===== config.mk =====
export PLATFORM = sky130hd
export DESIGN_NAME = text_console_cursor_engine
export DESIGN_NICKNAME = d
export VERILOG_FILES = /design/src/rtl/tcce_pkg.sv /design/src/rtl/tcce_fifo.sv /design/src/rtl/tcce_front.sv /design/src/rtl/tcce_back.sv /design/src/rtl/text_console_cursor_engine.sv
export SDC_FILE = /design/constraint.sdc
export NUM_CORES = 1
export LEC_CHECK = 0
export BUFFER_PORTS_ARGS = -buffer_cell sky130_fd_sc_hd__clkbuf_2
export CAP_MARGIN = 20
export CORE_ASPECT_RATIO = 2
export CORE_UTILIZATION = 40
export DETAILED_ROUTE_END_ITERATION = 8
export SLEW_MARGIN = 20
export SYNTH_ARGS = -nofsm -noshare
export SYNTH_HDL_FRONTEND = slang
export SYNTH_SLANG_ARGS = --single-unit
export TNS_END_PERCENT = 20

===== constraint.sdc =====
create_clock -name clk -period 9.9 [get_ports clk]
set_clock_uncertainty 0.1 [all_clocks]
set_input_delay 1.98 -clock clk [delete_from_list [all_inputs] [get_ports clk]]
set_output_delay 1.98 -clock clk [all_outputs]
set_load 0.03 [all_outputs]

===== src/rtl/tcce_pkg.sv =====
// Shared types and constants for the text console cursor engine.
package tcce_pkg;

  // Cell index width, wide enough for the largest screen geometry.
  localparam int CELL_W = 16;
  localparam int COL_W  = 8;
  localparam int OUT_W  = 11;

  // Input function codes.
  localparam logic [2:0] FUNC_PLAIN  = 3'd0;
  localparam logic [2:0] FUNC_STYLED = 3'd1;
  localparam logic [2:0] FUNC_POS    = 3'd2;
  localparam logic [2:0] FUNC_SETCUR = 3'd3;
  localparam logic [2:0] FUNC_CLEAR  = 3'd4;

  // Special character bytes.
  localparam logic [7:0] CHAR_BS    = 8'h08;
  localparam logic [7:0] CHAR_NL    = 8'h0A;
  localparam logic [7:0] CHAR_SPACE = 8'h20;
  localparam logic [7:0] CHAR_NUL   = 8'h00;

  // Classified operation carried from front to back.
  typedef enum logic [2:0] {
    OP_CHAR,
    OP_BS,
    OP_NL,
    OP_STYLED,
    OP_POS,
    OP_SETCUR,
    OP_CLEAR,
    OP_NOP
  } op_t;

  typedef struct packed {
    op_t               op;
    logic [7:0]        ch;
    logic [7:0]        sty;
    logic              last;
    logic              tgt_ok;
    logic [CELL_W-1:0] tgt_cell;
    logic [COL_W-1:0]  tgt_col;
  } cmd_t;

  typedef struct packed {
    logic [OUT_W-1:0] start_cell;
    logic [OUT_W-1:0] fill_count;
    logic [7:0]       cell_char;
    logic             write_style;
    logic [7:0]       cell_style;
    logic [OUT_W-1:0] cursor_after;
  } res_t;

endpackage


===== src/rtl/tcce_fifo.sv =====
// Two-entry word queue used between the engine stages.
module tcce_fifo #(
  parameter int W = 8
) (
  input  logic         clk,
  input  logic         rst,
  input  logic         push,
  input  logic [W-1:0] din,
  output logic         full,
  input  logic         pop,
  output logic [W-1:0] dout,
  output logic         empty
);
  logic [W-1:0] mem [2];
  logic         wr_ptr;
  logic         rd_ptr;
  logic [1:0]   count;
  logic         do_push;
  logic         do_pop;

  assign full    = (count == 2'd2);
  assign empty   = (count == 2'd0);
  assign do_push = push && !full;
  assign do_pop  = pop && !empty;
  assign dout    = mem[rd_ptr];

  // Storage, no reset needed
  always_ff @(posedge clk) begin
    if (do_push) begin
      mem[wr_ptr] <= din;
    end
  end

  // Pointers and occupancy
  always_ff @(posedge clk) begin
    if (rst) begin
      wr_ptr <= 1'b0;
      rd_ptr <= 1'b0;
      count  <= 2'd0;
    end else begin
      if (do_push) wr_ptr <= ~wr_ptr;
      if (do_pop)  rd_ptr <= ~rd_ptr;
      if (do_push && !do_pop)      count <= count + 2'd1;
      else if (do_pop && !do_push) count <= count - 2'd1;
    end
  end
endmodule


===== src/rtl/tcce_front.sv =====
// Front end: decodes an incoming command word and resolves its target cell.
module tcce_front #(
  parameter int COLUMNS = 80,
  parameter int ROWS    = 25
) (
  input  logic [2:0]    func,
  input  logic [7:0]    char_code,
  input  logic [7:0]    style,
  input  logic [7:0]    row,
  input  logic [7:0]    col,
  input  logic          last,
  output tcce_pkg::cmd_t cmd
);
  import tcce_pkg::*;

  localparam logic [7:0] ROWS_C = 8'(ROWS);
  localparam logic [7:0] COLS_C = 8'(COLUMNS);

  logic [CELL_W-1:0] row_base;

  // row * COLUMNS, one narrow constant multiply
  assign row_base = CELL_W'(row) * CELL_W'(COLUMNS);

  always_comb begin
    cmd.ch       = char_code;
    cmd.sty      = style;
    cmd.last     = last;
    cmd.tgt_ok   = (row < ROWS_C) && (col < COLS_C);
    cmd.tgt_cell = row_base + CELL_W'(col);
    cmd.tgt_col  = col;
    case (func)
      FUNC_PLAIN: begin
        if (char_code == CHAR_BS)      cmd.op = OP_BS;
        else if (char_code == CHAR_NL) cmd.op = OP_NL;
        else                           cmd.op = OP_CHAR;
      end
      FUNC_STYLED: cmd.op = OP_STYLED;
      FUNC_POS:    cmd.op = OP_POS;
      FUNC_SETCUR: cmd.op = OP_SETCUR;
      FUNC_CLEAR:  cmd.op = OP_CLEAR;
      default:     cmd.op = OP_NOP;
    endcase
  end
endmodule


===== src/rtl/tcce_back.sv =====
// Back end: holds cursor state and turns each command into one cell-write run.
module tcce_back #(
  parameter int COLUMNS = 80,
  parameter int ROWS    = 25
) (
  input  logic           clk,
  input  logic           rst,
  input  logic           take,
  input  tcce_pkg::cmd_t cmd,
  output tcce_pkg::res_t res
);
  import tcce_pkg::*;

  localparam logic [CELL_W-1:0] CELLS    = CELL_W'(ROWS * COLUMNS);
  localparam logic [CELL_W-1:0] COLS_C   = CELL_W'(COLUMNS);
  localparam logic [COL_W-1:0]  LAST_COL = COL_W'(COLUMNS - 1);

  logic [CELL_W-1:0] cursor, cursor_next;
  logic [COL_W-1:0]  cur_col, cur_col_next;
  logic [CELL_W-1:0] saved_cursor, saved_cursor_next;
  logic [COL_W-1:0]  saved_col, saved_col_next;
  logic              in_positioned, in_positioned_next;
  logic              drop_string, drop_string_next;

  logic [CELL_W-1:0] w_start;
  logic [CELL_W-1:0] w_count;
  logic [7:0]        w_char;
  logic              w_style;
  logic [7:0]        w_sty;
  logic [CELL_W-1:0] nl_len;

  // Command execution, steps applied in order on working copies
  always_comb begin
    cursor_next        = cursor;
    cur_col_next       = cur_col;
    saved_cursor_next  = saved_cursor;
    saved_col_next     = saved_col;
    in_positioned_next = in_positioned;
    drop_string_next   = drop_string;
    w_start = '0;
    w_count = '0;
    w_char  = CHAR_NUL;
    w_style = 1'b0;
    w_sty   = 8'h00;
    nl_len  = '0;

    // close an open string first unless this continues it
    if (cmd.op != OP_NOP &&
        !(cmd.op == OP_STYLED && !in_positioned) &&
        !(cmd.op == OP_POS && in_positioned)) begin
      if (in_positioned) begin
        cursor_next  = saved_cursor;
        cur_col_next = saved_col;
      end else if (cursor >= CELLS) begin
        cursor_next  = '0;
        cur_col_next = '0;
      end
      in_positioned_next = 1'b0;
      drop_string_next   = 1'b0;
    end

    // positioned string opens: save cursor and jump
    if (cmd.op == OP_POS && !in_positioned) begin
      saved_cursor_next  = cursor_next;
      saved_col_next     = cur_col_next;
      in_positioned_next = 1'b1;
      if (cmd.tgt_ok) begin
        cursor_next  = cmd.tgt_cell;
        cur_col_next = cmd.tgt_col;
      end else begin
        drop_string_next = 1'b1;
      end
    end

    case (cmd.op)
      OP_CHAR: begin
        w_start = cursor_next;
        w_count = CELL_W'(1);
        w_char  = cmd.ch;
        cursor_next  = cursor_next + CELL_W'(1);
        cur_col_next = (cur_col_next == LAST_COL) ? '0 : cur_col_next + COL_W'(1);
      end
      OP_BS: begin
        if (cursor_next != '0) begin
          cursor_next  = cursor_next - CELL_W'(1);
          cur_col_next = (cur_col_next == '0) ? LAST_COL : cur_col_next - COL_W'(1);
          w_start = cursor_next;
          w_count = CELL_W'(1);
          w_char  = CHAR_NUL;
        end
      end
      OP_NL: begin
        nl_len  = COLS_C - CELL_W'(cur_col_next);
        w_start = cursor_next;
        w_count = nl_len;
        w_char  = CHAR_SPACE;
        cursor_next  = cursor_next + nl_len;
        cur_col_next = '0;
      end
      OP_STYLED, OP_POS: begin
        if (drop_string_next || cursor_next >= CELLS) begin
          drop_string_next = 1'b1;
        end else begin
          w_start = cursor_next;
          w_count = CELL_W'(1);
          w_char  = cmd.ch;
          w_style = 1'b1;
          w_sty   = cmd.sty;
          cursor_next  = cursor_next + CELL_W'(1);
          cur_col_next = (cur_col_next == LAST_COL) ? '0 : cur_col_next + COL_W'(1);
          if (cursor_next >= CELLS) drop_string_next = 1'b1;
        end
        // last character closes the string
        if (cmd.last) begin
          if (in_positioned_next) begin
            cursor_next  = saved_cursor_next;
            cur_col_next = saved_col_next;
          end else if (cursor_next >= CELLS) begin
            cursor_next  = '0;
            cur_col_next = '0;
          end
          in_positioned_next = 1'b0;
          drop_string_next   = 1'b0;
        end
      end
      OP_SETCUR: begin
        if (cmd.tgt_ok) begin
          cursor_next  = cmd.tgt_cell;
          cur_col_next = cmd.tgt_col;
        end
      end
      OP_CLEAR: begin
        w_start = '0;
        w_count = CELLS;
        w_char  = CHAR_SPACE;
        cursor_next  = '0;
        cur_col_next = '0;
      end
      default: begin
      end
    endcase

    // plain output wraps the cursor at the screen end
    if ((cmd.op == OP_CHAR || cmd.op == OP_BS || cmd.op == OP_NL) &&
        cursor_next >= CELLS) begin
      cursor_next  = '0;
      cur_col_next = '0;
    end
  end

  // Result word
  always_comb begin
    res.start_cell   = w_start[OUT_W-1:0];
    res.fill_count   = w_count[OUT_W-1:0];
    res.cell_char    = w_char;
    res.write_style  = w_style;
    res.cell_style   = w_sty;
    res.cursor_after = cursor_next[OUT_W-1:0];
  end

  // Cursor state
  always_ff @(posedge clk) begin
    if (rst) begin
      cursor        <= '0;
      cur_col       <= '0;
      saved_cursor  <= '0;
      saved_col     <= '0;
      in_positioned <= 1'b0;
      drop_string   <= 1'b0;
    end else if (take) begin
      cursor        <= cursor_next;
      cur_col       <= cur_col_next;
      saved_cursor  <= saved_cursor_next;
      saved_col     <= saved_col_next;
      in_positioned <= in_positioned_next;
      drop_string   <= drop_string_next;
    end
  end
endmodule


===== src/rtl/text_console_cursor_engine.sv =====
// Top level of the text console cursor engine.
//
//   channel  | handshake        | payload
//   ---------+------------------+-----------------------------------------------
//   command  | push / full      | func, char_code, style, row, col, last
//   result   | pop / empty      | start_cell, fill_count, cell_char,
//            |                  | write_style, cell_style, cursor_after
//
// One command per cycle sustained while results are popped; a result is registered
// into the result queue as its command is taken from the command queue, through
// the back end.
// The back end computes each cursor update combinationally, which sets the rate.
// Synchronous reset clears the cursor, string flags and both queues.
// A stalled result side backs up the two-entry queues, then raises full.
module text_console_cursor_engine #(
  parameter int COLUMNS = 80,
  parameter int ROWS    = 25
) (
  input  logic        clk,
  input  logic        rst,
  input  logic        push,
  output logic        full,
  input  logic [2:0]  func,
  input  logic [7:0]  char_code,
  input  logic [7:0]  style,
  input  logic [7:0]  row,
  input  logic [7:0]  col,
  input  logic        last,
  input  logic        pop,
  output logic        empty,
  output logic [10:0] start_cell,
  output logic [10:0] fill_count,
  output logic [7:0]  cell_char,
  output logic        write_style,
  output logic [7:0]  cell_style,
  output logic [10:0] cursor_after
);
  import tcce_pkg::*;

  localparam int CMD_W = $bits(cmd_t);
  localparam int RES_W = $bits(res_t);

  cmd_t             cmd_in;
  logic [CMD_W-1:0] cmd_q;
  cmd_t             cmd_out;
  logic             cmd_empty;
  res_t             res_in;
  logic [RES_W-1:0] res_q;
  res_t             res_out;
  logic             res_full;
  logic             take;

  // Decode
  tcce_front #(.COLUMNS(COLUMNS), .ROWS(ROWS)) u_front (
    .func(func), .char_code(char_code), .style(style),
    .row(row), .col(col), .last(last), .cmd(cmd_in)
  );

  // Command queue
  tcce_fifo #(.W(CMD_W)) u_cmd_q (
    .clk(clk), .rst(rst),
    .push(push), .din(CMD_W'(cmd_in)), .full(full),
    .pop(take), .dout(cmd_q), .empty(cmd_empty)
  );

  assign cmd_out = cmd_t'(cmd_q);
  assign take    = !cmd_empty && !res_full;

  // Execute
  tcce_back #(.COLUMNS(COLUMNS), .ROWS(ROWS)) u_back (
    .clk(clk), .rst(rst), .take(take), .cmd(cmd_out), .res(res_in)
  );

  // Result queue
  tcce_fifo #(.W(RES_W)) u_res_q (
    .clk(clk), .rst(rst),
    .push(take), .din(RES_W'(res_in)), .full(res_full),
    .pop(pop), .dout(res_q), .empty(empty)
  );

  assign res_out      = res_t'(res_q);
  assign start_cell   = res_out.start_cell;
  assign fill_count   = res_out.fill_count;
  assign cell_char    = res_out.cell_char;
  assign write_style  = res_out.write_style;
  assign cell_style   = res_out.cell_style;
  assign cursor_after = res_out.cursor_after;

`ifndef SYNTHESIS
  a_reset_clears: assert property (@(posedge clk) rst |=> (empty && !full))
    else $error("queues not cleared by reset");
  a_no_write_zero: assert property (@(posedge clk) disable iff (rst)
    (!empty && fill_count == 11'd0) |-> (start_cell == 11'd0 && !write_style))
    else $error("empty run carries write fields");
  a_styled_single: assert property (@(posedge clk) disable iff (rst)
    (!empty && write_style) |-> (fill_count == 11'd1))
    else $error("styled write longer than one cell");
`endif
endmodule


==> qor.txt <==
crit-path leading delay family -> compound AO/OA/AOI/OAI gates
post-cts resize count -> 0
Reg2Reg Setup Slack -> 1.83 ns
WHS Path Cells -> 2
die height -> 270 um
Required @ worst endpoint -> 10.12 ns
vias in the first global route -> 12400
core area -> 35200 sq um
TritonCTS clock tree -> done
Setup crit end kind -> register
commonest non-fill, non-tap cell in the layout -> edfxtp_1
TritonCTS buffer count -> 22
CTS H-tree lvls -> 1
routability cong. -> 0.999
layout cells sized above 1 -> 17.5%
setup ws final -> 1.83 ns
via count -> 12700
Buf/Inv on CP -> 3
Max VDD drop -> 0.205 mV
Placement Setup Slack -> 2.02 ns
largest net degree at the start of global routing -> 49
post-CTS setup repair buffer count -> 0
DIE WIDTH -> 136 um
detailed placement HPWL -> 38400 um
max-cap check violation count -> 0
post-layout util -> 45.7%
Power Dens Cells -> 366 nW/um^2
post-layout net count -> 1644
Yosys reg bits -> 238
Initial Util -> 40.8%
GRT Total Usage -> 27.9%
max-slew violations -> 0
Port-buffer cells -> 91
slowest stage delay, CP -> 0.72 ns
minimum clock period -> 8.07 ns
DP Area -> 15400 sq um
fmax -> 0.124 GHz
WHS Endpoint -> u_back.saved_cursor[7]
post-synthesis instance area -> 14300 sq um
Non-Filler Instances -> 2020
CTS Hold Buffers Added -> 0
hold violation count in the final report -> 0
Netlist cell types -> 87
Async SR Flop Fraction -> 0%
Routed WL -> 51000 um
Stages on worst setup path -> 24
slew margin rel. -> 20.1%
Final TNS setup -> 0 ns
startpoint types -> register
endpoints failing setup -> 0
worst skew pair latency -> 0.55 ns
Hold/Removal Path Class -> reg2reg
synth warn -> 0
most frequent cells in the layout -> edfxtp_1 (178), nand2_1 (144), nor2_1 (143)
WL per Instance -> 25.2 um
leak pwr -> 5.99 nW
Rows -> 97
Post-synth EDFFs -> 178
FF-to-FF path depth -> 24
crit-path cells -> mux2i_4 > nand2_1 > o21ai_1 > nand2_1 > buf_4 > a311oi_1 > a311oi_1 > nor2_1 > inv_1 > ha_1 > and2_1 > o21ai_0 > o21ai_0 > or3_1 > a21o_1 > a21o_1 > a31oi_1 > o2bb2ai_1 > o41ai_1 > o2bb2ai_1 > a41oi_1 > a21o_1 > buf_4 > a221oi_1
Max clock buf depth -> 3
Mapped Avg Cell Area -> 9.73 sq um
diodes inserted -> 0
Slew @ Worst Pin -> 1.19 ns
Area Overhead vs Synth -> 12.2%
Slowest-stage cell, CP -> a311oi_1
Primary FF master, synth -> edfxtp_1
clk sinks -> 238
Die ar. -> 36700 sq um
initial antenna violation count -> 0
RSZ-0062 raised after global routing -> false
GRT overflow -> 0
critical hold path startpoint -> u_back.saved_cursor[7]
CP Max Fanout -> 29
most frequent CP cell -> a21o_1
Tcrit/Tclk final -> 81.5%
Pwr Total -> 5.88 mW
Mapped Cells -> 1474
Pre-antenna DRT Iters -> 7
cell area after layout -> 16100 sq um
via/cell ratio -> 6.27
I/O Pins -> 92
Routed Antenna Nets -> 0
WHS -> 0.376 ns
first-pass GRT wire length -> 75600 um
status -> finished, final reports clean
number of remaining DRC errors -> 0
DP Cell Count -> 1981
DRT iter0 DRCs -> 1308
post-synthesis sequential area ratio -> 45.6%
Clock Tree Root -> clkbuf_16
Worst-path clk slew -> 0.07 ns
WP data arrival -> 8.29 ns
Reg-to-Reg End -> u_res_q.mem[1][10]
critical path class -> reg2reg
[registers in the layout (all words and copies together), names as in the netlist, 2 cells and up, named ones only]
register             flops
u_back.cur_col           8
u_res_q.mem             96
u_res_q.count            2
u_cmd_q.mem             82
u_cmd_q.count            2
u_back.saved_cursor     16
u_back.cursor           16
u_back.saved_col         8
[synth_stat cells, drive strengths merged (4+ instances only)]
cell type | count | share of area, %
and3 | 25 | 1.1
a22o | 4 | 0.24
o31ai | 21 | 1.1
o22ai | 16 | 0.70
nand4 | 13 | 0.57
mux2 | 57 | 4.5
nor2 | 148 | 3.9
nor3 | 25 | 0.87
nand2 | 144 | 3.8
xnor2 | 40 | 2.4
ha | 40 | 3.5
clkbuf | 55 | 1.4
nor4 | 13 | 0.76
a211o | 4 | 0.24
o21a | 7 | 0.37
a221oi | 14 | 0.85
a311o | 5 | 0.35
a21oi | 114 | 4.1
o41ai | 4 | 0.24
inv | 47 | 1.2
or3 | 11 | 0.48
nand2b | 7 | 0.31
edfxtp | 178 | 37
a311oi | 11 | 1.0
xor2 | 14 | 0.85
a22oi | 7 | 0.37
o21bai | 5 | 0.26
buf | 23 | 0.96
a21boi | 7 | 0.39
and2 | 17 | 0.74
or4 | 7 | 0.42
nand3 | 47 | 1.6
o221ai | 7 | 0.43
a221o | 7 | 0.49
a31oi | 24 | 1.0
a31o | 10 | 0.61
o21ai | 95 | 3.4
a211oi | 31 | 1.6
mux2i | 39 | 2.8
a21o | 14 | 0.73
dfxtp | 60 | 8.4
o211ai | 13 | 0.75
[tightest hold or removal path, stage by stage, from the launching register on]
cell,delay [ns]
dfxtp_1,0.33
nand2_1,0.06
a21oi_1,0.05
[where the power goes]
part / internal (mW) / switching, mW
registers: 1.45 / 0.132
clock network: 0.425 / 0.388
logic: 1.08 / 2.41
[per-layer routing]
layer	part of all wire, %	track usage (%)	vias to the layer above
li1	-	-	5746
met1	34	28.8	6105
met2	52	50.3	605
met3	5.4	2.63	211
met4	8.6	22.0	0
met5	0	0	-
[final cells by class]
| cell class | instances | area [sq um] |
|---|---|---|
| clock buffer | 24 | 579 |
| clock inverter | 14 | 82.6 |
| fill | 3443 | 19100 |
| inverter | 49 | 184 |
| multi-input combinational | 1110 | 7300 |
| sequential | 238 | 6550 |
| tap | 445 | 557 |
| timing repair buffer | 140 | 840 |
[worst max-delay path by stage]
stage / to
6_report: u_res_q.mem[1][10]
5_1_grt: u_res_q.mem[1][10]
4_1_cts: u_res_q.mem[1][10]
3_5_place_dp: u_res_q.mem[1][10]
3_3_place_gp: u_res_q.mem[0][10]
2_1_floorplan: u_res_q.mem[0][10]
[cells by family (layout without fill, tap and decap cells)]
| group | Yosys count | in the layout | share of synthesized area [%] |
|---|---|---|---|
| adder cells (fa/ha/maj) | 43 | 43 | 3.91 |
| flip-flops | 238 | 238 | 45.6 |
| AO/OA/AOI/OAI | 444 | 444 | 20.9 |
| multiplexers | 96 | 96 | 7.28 |
| AND/OR/NAND/NOR | 471 | 471 | 15.3 |
| XOR/XNOR | 54 | 54 | 3.30 |
| other | 1 | 2 | 0.0261 |
| buffers and inverters | 127 | 227 | 3.68 |
Power figures use the tool's default switching activity.
